**config.mk**
```make
export PLATFORM = sky130hd
export DESIGN_NAME = rc_link_packet_framer
export DESIGN_NICKNAME = d
export VERILOG_FILES = /design/src/rtl/rlpf_pkg.sv /design/src/rtl/rlpf_hop_table.sv /design/src/rtl/rlpf_stick_scale.sv /design/src/rtl/rlpf_pkt_builder.sv /design/src/rtl/rc_link_packet_framer.sv
export SDC_FILE = /design/constraint.sdc
export NUM_CORES = 2
export LEC_CHECK = 0
export ABC_CLOCK_PERIOD_IN_PS = 31600
export BUFFER_PORTS_ARGS = -buffer_cell sky130_fd_sc_hd__clkbuf_2
export CAP_MARGIN = 20
export CORE_MARGIN = 10
export CORE_UTILIZATION = 55
export DETAILED_ROUTE_END_ITERATION = 10
export GPL_ROUTABILITY_DRIVEN = 0
export PLACE_DENSITY = 0.79
export REMOVE_ABC_BUFFERS = 1
export SLEW_MARGIN = 20
export SYNTH_ARGS = -nofsm -noshare
export SYNTH_HDL_FRONTEND = slang
export SYNTH_HIERARCHICAL = 1
export SYNTH_SLANG_ARGS = --single-unit
```
**constraint.sdc**
```tcl
create_clock -name clock -period 31.6 [get_ports clock]
set_input_delay 0 -clock clock [delete_from_list [all_inputs] [get_ports clock]]
set_output_delay 0 -clock clock [all_outputs]
set_load 0.03 [all_outputs]
```
**src/rtl/rlpf_pkg.sv**
```systemverilog
// Shared types, constants and byte tables of the RC link packet framer.
package rlpf_pkg;

   // Stick scaling: clamp to +/- full scale, then magnitude * 127 / full scale.
   localparam int FULL_SCALE    = 10000;
   localparam int STICK_W       = 16;
   localparam int STICK_N       = 4;
   localparam int MAG_W         = 7;
   localparam int CLAMP_W       = $clog2(FULL_SCALE + 1);
   localparam int PROD_IN_W     = CLAMP_W + MAG_W;
   localparam int SCALE_SHIFT   = 35;
   localparam longint unsigned SCALE_RECIP =
      ((64'd1 << SCALE_SHIFT) + FULL_SCALE - 1) / FULL_SCALE;
   localparam int RECIP_W       = $clog2(SCALE_RECIP + 1);
   localparam int PROD_W        = PROD_IN_W + RECIP_W;

   // Link sequencing.
   localparam int BIND_PACKETS  = 345;
   localparam int CD_W          = 9;
   localparam int TABLE_DEPTH   = 16;
   localparam int TBL_AW        = $clog2(TABLE_DEPTH);
   localparam int CNT_W         = $clog2(TABLE_DEPTH + 1);

   // Packet geometry.
   localparam int PKT_MAX       = 16;
   localparam int LEN_W         = $clog2(PKT_MAX + 1);
   localparam int FIRST_LEN     = 15;
   localparam int SHORT_LEN     = 10;
   localparam int X5C_LEN       = 16;
   localparam int ADDR_W        = 40;
   localparam int CHAN_W        = 7;
   localparam int FLAG_W        = 3;

   localparam logic [CHAN_W-1:0] FIRST_CHANNEL = 7'd8;
   localparam logic [7:0] CK_OFFSET   = 8'h55;
   localparam logic [7:0] X5C_MARK_A  = 8'hae;
   localparam logic [7:0] X5C_MARK_B  = 8'ha9;
   localparam logic [7:0] X5C_BIND_A  = 8'hc0;
   localparam logic [7:0] X5C_BIND_B  = 8'h17;
   localparam logic [7:0] BIND_FILL   = 8'haa;
   localparam logic [7:0] TRIM_BIAS   = 8'h20;
   localparam logic [7:0] CENTER      = 8'h80;
   localparam logic [31:0] ADDR_WORD_1E = 32'h38184121;
   localparam logic [31:0] ADDR_WORD_1F = 32'h39194121;

   // Hop table sizes of each load.
   localparam logic [CNT_W-1:0] CNT_BIND_SHORT = CNT_W'(4);
   localparam logic [CNT_W-1:0] CNT_BIND_X5C   = CNT_W'(16);
   localparam logic [CNT_W-1:0] CNT_DATA_X5C   = CNT_W'(15);
   localparam logic [CNT_W-1:0] CNT_ADDR       = CNT_W'(4);

   localparam logic [7:0] FIRST_BYTES [FIRST_LEN] = '{
      8'hf9, 8'h96, 8'h82, 8'h1b, 8'h20, 8'h08, 8'h08, 8'hf2,
      8'h7d, 8'hef, 8'hff, 8'h00, 8'h00, 8'h00, 8'h00};
   localparam logic [7:0] BIND_HOPS [4] = '{8'h4b, 8'h30, 8'h40, 8'h2e};
   localparam logic [7:0] BIND_HOPS_X5C [16] = '{
      8'h27, 8'h1b, 8'h39, 8'h28, 8'h24, 8'h22, 8'h2e, 8'h36,
      8'h19, 8'h21, 8'h29, 8'h14, 8'h1e, 8'h12, 8'h2d, 8'h18};
   localparam logic [7:0] DATA_HOPS_X5C [15] = '{
      8'h1d, 8'h2f, 8'h26, 8'h3d, 8'h15, 8'h2b, 8'h25, 8'h24,
      8'h27, 8'h2c, 8'h1c, 8'h3e, 8'h39, 8'h2d, 8'h22};
   localparam logic [7:0] BASE_LO  [4] = '{8'h0a, 8'h1a, 8'h2a, 8'h3a};
   localparam logic [7:0] BASE_MID [4] = '{8'h2a, 8'h0a, 8'h42, 8'h22};
   localparam logic [7:0] BASE_HI  [4] = '{8'h1a, 8'h3a, 8'h12, 8'h32};

   // Link phases.
   typedef enum logic [3:0] {
      PH_FIRST      = 4'b0001,
      PH_BIND_START = 4'b0010,
      PH_BIND       = 4'b0100,
      PH_DATA       = 4'b1000
   } phase_type;

   typedef enum logic [1:0] {
      KIND_FIRST = 2'd0,
      KIND_BIND  = 2'd1,
      KIND_DATA  = 2'd2
   } kind_type;

   typedef enum logic [1:0] {
      SRC_BIND_SHORT = 2'd0,
      SRC_BIND_X5C   = 2'd1,
      SRC_DATA_X5C   = 2'd2,
      SRC_ADDR       = 2'd3
   } tbl_src_type;

   typedef enum logic [1:0] {
      CSR_MODE  = 2'd0,
      CSR_FLAGS = 2'd1,
      CSR_ADDR  = 2'd2
   } csr_index_type;

   // Hop table load request.
   typedef struct packed {
      logic        valid;
      tbl_src_type src;
      logic [4:0]  addr_lo;
   } load_req_type;

   // Everything the packet builder needs besides the stick bytes.
   typedef struct packed {
      kind_type           kind;
      logic [CHAN_W-1:0]  chan;
      logic               mode;
      logic [FLAG_W-1:0]  flags;
      logic [ADDR_W-1:0]  addr;
   } build_req_type;

   function automatic logic [7:0] throttle_map(input logic [7:0] b);
      return b[7] ? (8'hff - b) : (CENTER + b);
   endfunction

   function automatic logic [7:0] trim_map(input logic [7:0] x);
      logic [7:0] y;
      y = x[7] ? (8'hff - x) : (CENTER + x);
      return {2'b00, y[7:2]} + TRIM_BIAS;
   endfunction

endpackage

```
**src/rtl/rlpf_hop_table.sv**
```systemverilog
// Hop channel memory with its load sweep and registered read port.
module rlpf_hop_table (
   input  logic                          clock,
   input  logic                          reset,
   input  rlpf_pkg::load_req_type        load_req,
   input  logic                          rd_en,
   input  logic [rlpf_pkg::TBL_AW-1:0]   rd_addr,
   output logic [7:0]                    rd_data,
   output logic                          busy
);

   logic [7:0]                   mem [rlpf_pkg::TABLE_DEPTH];
   logic [7:0]                   rd_data_ff;
   logic                         busy_ff, busy_in;
   logic [rlpf_pkg::CNT_W-1:0]   cnt_ff, cnt_in;
   logic [rlpf_pkg::CNT_W-1:0]   len_ff;
   rlpf_pkg::tbl_src_type        src_ff;
   logic [7:0]                   addr_hops_ff [4];
   logic [7:0]                   addr_hops_in [4];
   logic [7:0]                   wr_data;
   logic [4:0]                   a;
   logic [2:0]                   a_lo;

   // Data hop channels derived from the low five bits of address byte 0.
   always_comb begin
      a    = load_req.addr_lo;
      a_lo = a[2:0];
      for (int i = 0; i < 4; i++) begin
         addr_hops_in[i] = 8'h00;
      end
      if (a < 5'h10) begin
         for (int i = 0; i < 4; i++) begin
            addr_hops_in[i] = rlpf_pkg::BASE_LO[i] + ((a == 5'd6) ? 8'd7 : {3'b000, a});
         end
      end else if (a < 5'h18) begin
         for (int i = 0; i < 4; i++) begin
            addr_hops_in[i] = rlpf_pkg::BASE_MID[i] + {5'b00000, a_lo};
         end
         if (a == 5'h16) begin
            addr_hops_in[0] = addr_hops_in[0] + 8'd1;
            addr_hops_in[1] = addr_hops_in[1] + 8'd1;
         end
      end else if (a < 5'h1e) begin
         for (int i = 0; i < 4; i++) begin
            addr_hops_in[i] = rlpf_pkg::BASE_HI[i] + {5'b00000, a_lo};
         end
      end else begin
         for (int i = 0; i < 4; i++) begin
            addr_hops_in[i] = (a == 5'h1e) ? rlpf_pkg::ADDR_WORD_1E[8*i +: 8]
                                           : rlpf_pkg::ADDR_WORD_1F[8*i +: 8];
         end
      end
   end

   // Source byte for the current sweep entry.
   always_comb begin
      unique case (src_ff)
         rlpf_pkg::SRC_BIND_SHORT: wr_data = rlpf_pkg::BIND_HOPS[cnt_ff[1:0]];
         rlpf_pkg::SRC_BIND_X5C:   wr_data = rlpf_pkg::BIND_HOPS_X5C[cnt_ff[3:0]];
         rlpf_pkg::SRC_DATA_X5C:   wr_data = rlpf_pkg::DATA_HOPS_X5C[cnt_ff[3:0]];
         rlpf_pkg::SRC_ADDR:       wr_data = addr_hops_ff[cnt_ff[1:0]];
         default:                  wr_data = 8'h00;
      endcase
   end

   // Sweep control: one entry per cycle until the load length is reached.
   always_comb begin
      busy_in = busy_ff;
      cnt_in  = cnt_ff;
      if (load_req.valid) begin
         busy_in = 1'b1;
         cnt_in  = '0;
      end else if (busy_ff) begin
         cnt_in = cnt_ff + 1'b1;
         if (cnt_ff == len_ff - 1'b1) begin
            busy_in = 1'b0;
         end
      end
   end

   always_ff @(posedge clock) begin
      if (reset) begin
         busy_ff <= 1'b0;
         cnt_ff  <= '0;
      end else begin
         busy_ff <= busy_in;
         cnt_ff  <= cnt_in;
      end
   end

   // Load parameters are captured with the request.
   always_ff @(posedge clock) begin
      if (load_req.valid) begin
         src_ff <= load_req.src;
         addr_hops_ff <= addr_hops_in;
         unique case (load_req.src)
            rlpf_pkg::SRC_BIND_SHORT: len_ff <= rlpf_pkg::CNT_BIND_SHORT;
            rlpf_pkg::SRC_BIND_X5C:   len_ff <= rlpf_pkg::CNT_BIND_X5C;
            rlpf_pkg::SRC_DATA_X5C:   len_ff <= rlpf_pkg::CNT_DATA_X5C;
            rlpf_pkg::SRC_ADDR:       len_ff <= rlpf_pkg::CNT_ADDR;
            default:                  len_ff <= rlpf_pkg::CNT_ADDR;
         endcase
      end
   end

   // Memory: one write port for the sweep, one registered read port.
   always_ff @(posedge clock) begin
      if (busy_ff) begin
         mem[cnt_ff[rlpf_pkg::TBL_AW-1:0]] <= wr_data;
      end
      if (rd_en) begin
         rd_data_ff <= mem[rd_addr];
      end
   end

   assign rd_data = rd_data_ff;
   assign busy    = busy_ff;

endmodule

```
**src/rtl/rlpf_stick_scale.sv**
```systemverilog
// Four lanes that clamp and scale stick values to sign-magnitude bytes.
module rlpf_stick_scale (
   input  logic                                               clock,
   input  logic                                               en,
   input  logic [rlpf_pkg::STICK_N-1:0][rlpf_pkg::STICK_W-1:0] raw,
   output logic [rlpf_pkg::STICK_N-1:0][7:0]                   stick
);

   localparam logic signed [rlpf_pkg::STICK_W-1:0] POS_LIMIT =
      rlpf_pkg::STICK_W'(rlpf_pkg::FULL_SCALE);
   localparam logic signed [rlpf_pkg::STICK_W-1:0] NEG_LIMIT =
      -rlpf_pkg::STICK_W'(rlpf_pkg::FULL_SCALE);
   localparam logic [rlpf_pkg::RECIP_W-1:0] RECIP =
      rlpf_pkg::RECIP_W'(rlpf_pkg::SCALE_RECIP);

   logic [rlpf_pkg::STICK_N-1:0][7:0] stick_ff;

   for (genvar g = 0; g < rlpf_pkg::STICK_N; g++) begin : g_lane
      logic signed [rlpf_pkg::STICK_W-1:0] v;
      logic signed [rlpf_pkg::STICK_W-1:0] vc;
      logic [rlpf_pkg::STICK_W-1:0]        vneg;
      logic [rlpf_pkg::CLAMP_W-1:0]        mag;
      logic [rlpf_pkg::PROD_IN_W-1:0]      scaled;
      logic [rlpf_pkg::PROD_W-1:0]         prod;

      // Clamp, take the magnitude, times 127 by shift and subtract,
      // then divide by full scale through the reciprocal.
      always_comb begin
         v = raw[g];
         if (v > POS_LIMIT) begin
            vc = POS_LIMIT;
         end else if (v < NEG_LIMIT) begin
            vc = NEG_LIMIT;
         end else begin
            vc = v;
         end
         vneg   = -vc;
         mag    = vc[rlpf_pkg::STICK_W-1] ? vneg[rlpf_pkg::CLAMP_W-1:0]
                                          : vc[rlpf_pkg::CLAMP_W-1:0];
         scaled = {mag, {rlpf_pkg::MAG_W{1'b0}}} - {{rlpf_pkg::MAG_W{1'b0}}, mag};
         prod   = rlpf_pkg::PROD_W'(scaled) * rlpf_pkg::PROD_W'(RECIP);
      end

      always_ff @(posedge clock) begin
         if (en) begin
            stick_ff[g] <= {v[rlpf_pkg::STICK_W-1],
                            prod[rlpf_pkg::SCALE_SHIFT +: rlpf_pkg::MAG_W]};
         end
      end
   end

   assign stick = stick_ff;

endmodule

```
**src/rtl/rlpf_pkt_builder.sv**
```systemverilog
// Packet assembly with checksum and the byte serializer on the result side.
module rlpf_pkt_builder (
   input  logic                              clock,
   input  logic                              reset,
   input  logic                              load,
   input  rlpf_pkg::build_req_type           req,
   input  logic [rlpf_pkg::STICK_N-1:0][7:0] stick,
   output logic                              load_ready,
   output logic                              rsp_tvalid,
   input  logic                              rsp_tready,
   output logic [15:0]                       rsp_tdata,
   output logic [1:0]                        rsp_tuser,
   output logic                              rsp_tlast
);

   logic [7:0]                  pk [rlpf_pkg::PKT_MAX];
   logic [rlpf_pkg::LEN_W-1:0]  len;
   logic [7:0]                  thr, rud, ele, ail, xsum, asum;
   logic [7:0]                  pkt_ff [rlpf_pkg::PKT_MAX];
   logic [rlpf_pkg::LEN_W-1:0]  rem_ff, rem_in;
   logic [rlpf_pkg::CHAN_W-1:0] chan_ff;
   rlpf_pkg::kind_type          kind_ff;
   logic                        fire, is_last, is_bind;

   assign thr = stick[0];
   assign rud = stick[1];
   assign ele = stick[2];
   assign ail = stick[3];
   assign is_bind = (req.kind == rlpf_pkg::KIND_BIND);

   // Build the packet image for the requested kind and layout.
   always_comb begin
      for (int i = 0; i < rlpf_pkg::PKT_MAX; i++) begin
         pk[i] = 8'h00;
      end
      xsum = 8'h00;
      asum = 8'h00;
      if (req.kind == rlpf_pkg::KIND_FIRST) begin
         for (int i = 0; i < rlpf_pkg::FIRST_LEN; i++) begin
            pk[i] = rlpf_pkg::FIRST_BYTES[i];
         end
         len = rlpf_pkg::LEN_W'(rlpf_pkg::FIRST_LEN);
      end else if (req.mode) begin
         pk[7] = rlpf_pkg::X5C_MARK_A;
         pk[8] = rlpf_pkg::X5C_MARK_B;
         if (is_bind) begin
            pk[14] = rlpf_pkg::X5C_BIND_A;
            pk[15] = rlpf_pkg::X5C_BIND_B;
         end else begin
            pk[0]  = rlpf_pkg::throttle_map(thr);
            pk[1]  = rud;
            pk[2]  = ele ^ rlpf_pkg::CENTER;
            pk[3]  = ail;
            pk[4]  = rlpf_pkg::trim_map(rud ^ rlpf_pkg::CENTER);
            pk[5]  = rlpf_pkg::trim_map(ele);
            pk[6]  = rlpf_pkg::trim_map(ail ^ rlpf_pkg::CENTER);
            pk[14] = {3'b000, req.flags[1], req.flags[2], 1'b1, 1'b0, req.flags[0]};
            // Plain sum as a balanced tree over the bytes that can be nonzero.
            asum = ((pk[0] + pk[1]) + (pk[2] + pk[3])) + ((pk[4] + pk[5]) + (pk[6] + pk[7]))
                 + (pk[8] + pk[14]);
            pk[15] = asum;
         end
         len = rlpf_pkg::LEN_W'(rlpf_pkg::X5C_LEN);
      end else begin
         if (is_bind) begin
            for (int i = 0; i < 5; i++) begin
               pk[i] = req.addr[8*(4-i) +: 8];
            end
            pk[5] = rlpf_pkg::BIND_FILL;
            pk[6] = rlpf_pkg::BIND_FILL;
            pk[7] = rlpf_pkg::BIND_FILL;
         end else begin
            pk[0] = rlpf_pkg::throttle_map(thr);
            pk[1] = ele;
            pk[2] = rud;
            pk[3] = ail;
            pk[4] = {req.flags[1], req.flags[2], 6'b000000};
            pk[5] = {2'b11, ele[7:2]};
            pk[6] = {2'b00, rud[7:2]} | {1'b0, req.flags[0], 6'b000000};
            pk[7] = {2'b00, ail[7:2]};
         end
         for (int i = 0; i < 9; i++) begin
            xsum = xsum ^ pk[i];
         end
         pk[9] = xsum + rlpf_pkg::CK_OFFSET;
         len = rlpf_pkg::LEN_W'(rlpf_pkg::SHORT_LEN);
      end
   end

   // Serializer: byte 0 is on the port, the image shifts down per transfer.
   assign fire       = rsp_tvalid && rsp_tready;
   assign is_last    = (rem_ff == rlpf_pkg::LEN_W'(1));
   assign load_ready = (rem_ff == '0) || (fire && is_last);

   always_comb begin
      rem_in = rem_ff;
      if (load) begin
         rem_in = len;
      end else if (fire) begin
         rem_in = rem_ff - 1'b1;
      end
   end

   always_ff @(posedge clock) begin
      if (reset) begin
         rem_ff <= '0;
      end else begin
         rem_ff <= rem_in;
      end
   end

   always_ff @(posedge clock) begin
      if (load) begin
         pkt_ff  <= pk;
         chan_ff <= req.chan;
         kind_ff <= req.kind;
      end else if (fire) begin
         for (int i = 0; i < rlpf_pkg::PKT_MAX - 1; i++) begin
            pkt_ff[i] <= pkt_ff[i+1];
         end
      end
   end

   assign rsp_tvalid = (rem_ff != '0);
   assign rsp_tdata  = {1'b0, chan_ff, pkt_ff[0]};
   assign rsp_tuser  = kind_ff;
   assign rsp_tlast  = is_last;

endmodule

```
**src/rtl/rc_link_packet_framer.sv**
```systemverilog
// Top level of the RC link packet framer: link phases, hop sequencing, registers.
//
// Each accepted tick produces one packet of 15 (first packet), 10 or 16 bytes,
// sent on the result channel one byte per cycle while the consumer is ready,
// except the changeover tick between bind and data, which sends nothing. A tick
// passes the scaling stage (hop memory read, then the stick multipliers) and then
// waits for the serializer, which loads the next packet in the cycle the previous
// last byte is taken, so the next tick can be accepted while the previous packet
// is still being sent. The hop table lives in a 16-entry single-port-write memory;
// every table load (after the first tick and at the changeover tick) sweeps it one
// entry per cycle, 4 to 16 entries, and no tick is accepted until that sweep is done.
module rc_link_packet_framer (
   input  logic        clock,
   input  logic        reset,
   // Tick input. tdata: throttle_in[15:0], rudder_in[31:16],
   // elevator_in[47:32], aileron_in[63:48].
   input  logic        req_tvalid,
   output logic        req_tready,
   input  logic [63:0] req_tdata,
   // Packet bytes. tdata: payload_byte[7:0], rf_channel[14:8], zero[15].
   // tuser: packet_kind[1:0].
   output logic        rsp_tvalid,
   input  logic        rsp_tready,
   output logic [15:0] rsp_tdata,
   output logic [1:0]  rsp_tuser,
   output logic        rsp_tlast,
   // Register writes.
   input  logic        csr_valid,
   output logic        csr_ready,
   input  logic [1:0]  csr_index,
   input  logic [39:0] csr_wdata
);

   logic                                               mode_ff;
   logic [rlpf_pkg::FLAG_W-1:0]                        flags_ff;
   logic [rlpf_pkg::ADDR_W-1:0]                        addr_ff;
   rlpf_pkg::phase_type                                phase_ff, phase_in;
   logic [rlpf_pkg::CD_W-1:0]                          cd_ff, cd_in;
   logic [rlpf_pkg::TBL_AW-1:0]                        hop_ff, hop_in;
   logic                                               parity_ff, parity_in;
   logic [rlpf_pkg::CNT_W-1:0]                         count_ff, count_in;
   logic [rlpf_pkg::CNT_W-1:0]                         hop_next;
   logic                                               a_busy_ff, a_busy_in;
   logic                                               a_done_ff, a_done_in;
   rlpf_pkg::kind_type                                 a_kind_ff, a_kind_in;
   logic [rlpf_pkg::STICK_N-1:0][rlpf_pkg::STICK_W-1:0] raw_ff;
   logic [rlpf_pkg::STICK_N-1:0][7:0]                  stick;
   rlpf_pkg::load_req_type                             load_req;
   rlpf_pkg::build_req_type                            build_req;
   logic                                               req_fire, do_send, rd_en;
   logic                                               tbl_busy, load_ready, b_load;
   logic [7:0]                                         rd_data;

   // Register writes are always taken.
   assign csr_ready = 1'b1;

   always_ff @(posedge clock) begin
      if (reset) begin
         mode_ff  <= 1'b0;
         flags_ff <= '0;
         addr_ff  <= '0;
      end else if (csr_valid && csr_ready) begin
         if (csr_index == rlpf_pkg::CSR_MODE) begin
            mode_ff <= csr_wdata[0];
         end
         if (csr_index == rlpf_pkg::CSR_FLAGS) begin
            flags_ff <= csr_wdata[rlpf_pkg::FLAG_W-1:0];
         end
         if (csr_index == rlpf_pkg::CSR_ADDR) begin
            addr_ff <= csr_wdata;
         end
      end
   end

   assign req_tready = !a_busy_ff && !tbl_busy;
   assign req_fire   = req_tvalid && req_tready;
   assign hop_next   = {1'b0, hop_ff} + 1'b1;

   // Phase sequencing, hop stepping and table loads on each accepted tick.
   always_comb begin
      phase_in  = phase_ff;
      cd_in     = cd_ff;
      hop_in    = hop_ff;
      parity_in = parity_ff;
      count_in  = count_ff;
      a_kind_in = a_kind_ff;
      do_send   = 1'b0;
      load_req  = '0;
      load_req.addr_lo = addr_ff[4:0];
      if (req_fire) begin
         unique case (phase_ff)
            rlpf_pkg::PH_FIRST: begin
               load_req.valid = 1'b1;
               load_req.src   = mode_ff ? rlpf_pkg::SRC_BIND_X5C : rlpf_pkg::SRC_BIND_SHORT;
               count_in  = mode_ff ? rlpf_pkg::CNT_BIND_X5C : rlpf_pkg::CNT_BIND_SHORT;
               hop_in    = '0;
               parity_in = 1'b0;
               a_kind_in = rlpf_pkg::KIND_FIRST;
               phase_in  = rlpf_pkg::PH_BIND_START;
            end
            rlpf_pkg::PH_BIND_START: begin
               cd_in     = rlpf_pkg::CD_W'(rlpf_pkg::BIND_PACKETS);
               a_kind_in = rlpf_pkg::KIND_BIND;
               do_send   = 1'b1;
               phase_in  = rlpf_pkg::PH_BIND;
            end
            rlpf_pkg::PH_BIND: begin
               if (cd_ff == '0) begin
                  load_req.valid = 1'b1;
                  load_req.src   = mode_ff ? rlpf_pkg::SRC_DATA_X5C : rlpf_pkg::SRC_ADDR;
                  count_in  = mode_ff ? rlpf_pkg::CNT_DATA_X5C : rlpf_pkg::CNT_ADDR;
                  hop_in    = '0;
                  parity_in = 1'b0;
                  phase_in  = rlpf_pkg::PH_DATA;
               end else begin
                  cd_in     = cd_ff - 1'b1;
                  a_kind_in = rlpf_pkg::KIND_BIND;
                  do_send   = 1'b1;
               end
            end
            rlpf_pkg::PH_DATA: begin
               a_kind_in = rlpf_pkg::KIND_DATA;
               do_send   = 1'b1;
            end
            default: begin
               phase_in = rlpf_pkg::PH_FIRST;
            end
         endcase
         // Each channel carries two packets before the hop advances.
         if (do_send) begin
            if (parity_ff) begin
               hop_in = (hop_next >= count_ff) ? '0 : hop_next[rlpf_pkg::TBL_AW-1:0];
            end
            parity_in = !parity_ff;
         end
      end
   end

   assign rd_en = req_fire && do_send;

   // Scaling stage: busy from acceptance, done in the following cycle, freed on load.
   assign b_load = a_done_ff && load_ready;

   always_comb begin
      a_busy_in = a_busy_ff;
      a_done_in = a_done_ff;
      if (b_load) begin
         a_busy_in = 1'b0;
         a_done_in = 1'b0;
      end else if (a_busy_ff) begin
         a_done_in = 1'b1;
      end
      if (req_fire && (do_send || phase_ff == rlpf_pkg::PH_FIRST)) begin
         a_busy_in = 1'b1;
      end
   end

   always_ff @(posedge clock) begin
      if (reset) begin
         phase_ff  <= rlpf_pkg::PH_FIRST;
         cd_ff     <= '0;
         hop_ff    <= '0;
         parity_ff <= 1'b0;
         count_ff  <= '0;
         a_busy_ff <= 1'b0;
         a_done_ff <= 1'b0;
      end else begin
         phase_ff  <= phase_in;
         cd_ff     <= cd_in;
         hop_ff    <= hop_in;
         parity_ff <= parity_in;
         count_ff  <= count_in;
         a_busy_ff <= a_busy_in;
         a_done_ff <= a_done_in;
      end
   end

   // Tick payload held for the scaling stage.
   always_ff @(posedge clock) begin
      if (req_fire) begin
         raw_ff    <= req_tdata;
         a_kind_ff <= a_kind_in;
      end
   end

   rlpf_hop_table u_hop_table (
      .clock    (clock),
      .reset    (reset),
      .load_req (load_req),
      .rd_en    (rd_en),
      .rd_addr  (hop_ff),
      .rd_data  (rd_data),
      .busy     (tbl_busy)
   );

   rlpf_stick_scale u_stick_scale (
      .clock (clock),
      .en    (a_busy_ff && !a_done_ff),
      .raw   (raw_ff),
      .stick (stick)
   );

   always_comb begin
      build_req.kind  = a_kind_ff;
      build_req.chan  = (a_kind_ff == rlpf_pkg::KIND_FIRST) ? rlpf_pkg::FIRST_CHANNEL
                                                            : rd_data[rlpf_pkg::CHAN_W-1:0];
      build_req.mode  = mode_ff;
      build_req.flags = flags_ff;
      build_req.addr  = addr_ff;
   end

   rlpf_pkt_builder u_pkt_builder (
      .clock      (clock),
      .reset      (reset),
      .load       (b_load),
      .req        (build_req),
      .stick      (stick),
      .load_ready (load_ready),
      .rsp_tvalid (rsp_tvalid),
      .rsp_tready (rsp_tready),
      .rsp_tdata  (rsp_tdata),
      .rsp_tuser  (rsp_tuser),
      .rsp_tlast  (rsp_tlast)
   );

endmodule

```
==> results.json <==
{
  "start_point_of_the_critical_path": "raw_ff[8]",
  "min_delay_path_depth": 2,
  "critical-path-slowest-cell": "ha_1",
  "grt_antenna_before_repair": 6,
  "worstSetupEndpointType": "flop",
  "area.growth.synth_to_final_pct": 8.05,
  "cts-root-to-sink-buffers": 3,
  "detailed_place.area_sq_mm": 0.0580,
  "ff2ff_path_depth": 43,
  "cell_area_after_synthesis_sq_mm": 0.0562,
  "drt-initial-drc-count": 3452,
  "rsz0062_at_grt": "false",
  "max_cap_viol_count": 0,
  "required_time_of_the_worst_setup_path_ns": 31.95,
  "rows": 117,
  "tritoncts_clock_tree": "done",
  "dp_hpwl_mm": 110,
  "clk-insertion-delay-late_ns": 0.66,
  "detailedRoute.firstPassIterationCount": 8,
  "max_clock_freq_ghz": 0.0815,
  "die_area_sq_mm": 0.115,
  "layout_cell_share_with_drive_strength_beyond_1_pct": 6.22,
  "grt_start_max_net_pins": 108,
  "initial_utilization_pct": 55.3,
  "period_minus_slack_ns": 12.28,
  "r2r-end": "u_stick_scale/stick[6]",
  "antenna_left": 0,
  "finalInstanceArea_sq_mm": 0.0607,
  "criticalPathCategory": "flop to flop",
  "clock-skew-final_ns": 0.0646,
  "cts.repair_timing.setup_buffer_count": 0,
  "tightestPinTransition_ns": 0.992,
  "worst-endpoint-arrival_ns": 12.63,
  "slew_limit_headroom_pct": 33.9,
  "slowest_delay_ns": 0.63,
  "chipHeight_microns": 340,
  "cts_buffers": 50,
  "worst-r2r-setup-slack_ns": 19.32,
  "ioPinCount": 133,
  "ctsHoldBuffers": 110,
  "final_nets": 7190,
  "post_drt_via_cell_ratio": 5.66,
  "grt_overall_usage_pct": 23.8,
  "clkSlewWorstSetupHoldPaths_ns": 0.06,
  "outcome": "completed",
  "fin_tns_setup_ns": 0,
  "startpoint_type": "flop",
  "drv_slew": 0,
  "worstHoldStart": "req_tdata[31]",
  "number_of_h_tree_levels": 2,
  "core_region_area_sq_mm": 0.102,
  "min_to": "raw_ff[31]",
  "cts.sink_count": 457,
  "wl_cell_microns": 19.7,
  "clock-root-buffer": "clkbuf_16",
  "routed-via-count": 39700,
  "finalWirelength_mm": 138,
  "worst_r2r_startpoint": "raw_ff[8]",
  "placement.io_buffers": 130,
  "min_path_type": "input pin to flop",
  "mean_post_synth_cell_area_sq_um": 10.3,
  "number_of_global_route_vias_before_repair": 41800,
  "route.detailed.drc": 0,
  "setup_violations_final": 0,
  "share_of_the_cycle_needed_by_the_critical_path_after_routing_pct": 38.8,
  "cp_max_fo": 26,
  "first_pass_grt_wire_length_mm": 221,
  "syn-instance-count": 5447,
  "post_cts.resized_instances": 0,
  "globalRouteOverflowTotal": 0,
  "synthesis.yosys.warnings": 6,
  "die_width_microns": 340,
  "final_hold_viol_count": 0
}
worst max-delay path by stage:
stage	end	slack, ns	cells past startpoint
6_report	u_stick_scale/stick[6]	19.32	43
2_1_floorplan	u_stick_scale/stick[6]	20.64	41
4_1_cts	u_stick_scale/stick[6]	19.55	43
3_3_place_gp	u_stick_scale/stick[6]	19.97	43
5_1_grt	u_stick_scale/stick[6]	18.43	43
3_5_place_dp	u_stick_scale/stick[6]	19.62	43
metrics by stage:
stage / util [%] / worst slack (ns) / cells / hold slack (ns)
after floorplan: - / 20.64 / 5286 / 0.0691
after global placement: 57.1 / 19.97 / 6801 / 0.177
after detailed placement: 57.1 / 19.62 / 6801 / 0.179
after CTS: 59.7 / 19.55 / 7005 / 0.0188
after global routing: 59.8 / 18.43 / 7012 / 0.0550
final: 59.8 / 19.32 / 7012 / 0.0572
worst max-delay path: cells and delay by family, from the launching register on:
kind | cells | cell delay, ns
adders and majority gates | 11 | 4.94
AOI/OAI and AO/OA | 15 | 3.07
and+or+nand+nor | 9 | 2.33
buffers and inverters | 6 | 0.71
xor gates and xnor gates | 2 | 0.49
DFF | 1 | 0.46
layout by cell type, fill, tap and decap left out, types with 45 or more instances in the layout:
master            n
nor2b_1          82
nor2_1          226
nand2_1         251
a21oi_1         234
nand2b_1         45
edfxtp_1        379
nand3_1          62
o21ai_0         173
xnor2_1         225
clkbuf_2        129
dlygate4sd3_1   110
inv_1          1203
xor2_1           68
dfxtp_1          76
fa_1            682
clkbuf_16        50
nor3_1           69
ha_1            799
a21o_1           45
layout make-up:
cell class / count / area (sq um)
Multi-Input combinational cell: 3620 / 38000
Fill cell: 8083 / 40800
Clock inverter: 36 / 328
Antenna cell: 4 / 10.0
Tap cell: 1368 / 1710
Sequential cell: 457 / 12900
Inverter: 1209 / 4550
Timing Repair Buffer: 260 / 1920
Clock buffer: 58 / 1290
registers in the layout (all words and copies together) (netlist names), 5 cells and up:
signal                    cells
cd_ff                         9
u_hop_table/rd_data           7
u_pkt_builder/rsp_tdata       8
u_stick_scale/stick          32
u_hop_table/mem             112
addr_ff                      40
u_hop_table/cnt_ff            5
u_hop_table/addr_hops_ff     20
u_pkt_builder/chan_ff         7
u_pkt_builder/rem_ff          5
u_pkt_builder/pkt_ff        120
raw_ff                       64
routing by layer:
layer / vias up / GRT usage [%] / share of wire [%]
met5: - / 0 / 0.018
met2: 1688 / 39.8 / 48
li1: 18300 / - / -
met1: 19400 / 30.5 / 40
met4: 4 / 8.07 / 3.5
met3: 307 / 5.08 / 8.5
Power is not shown: default switching activity piles up to over one toggle a cycle in this logic, so the estimate is an artifact.
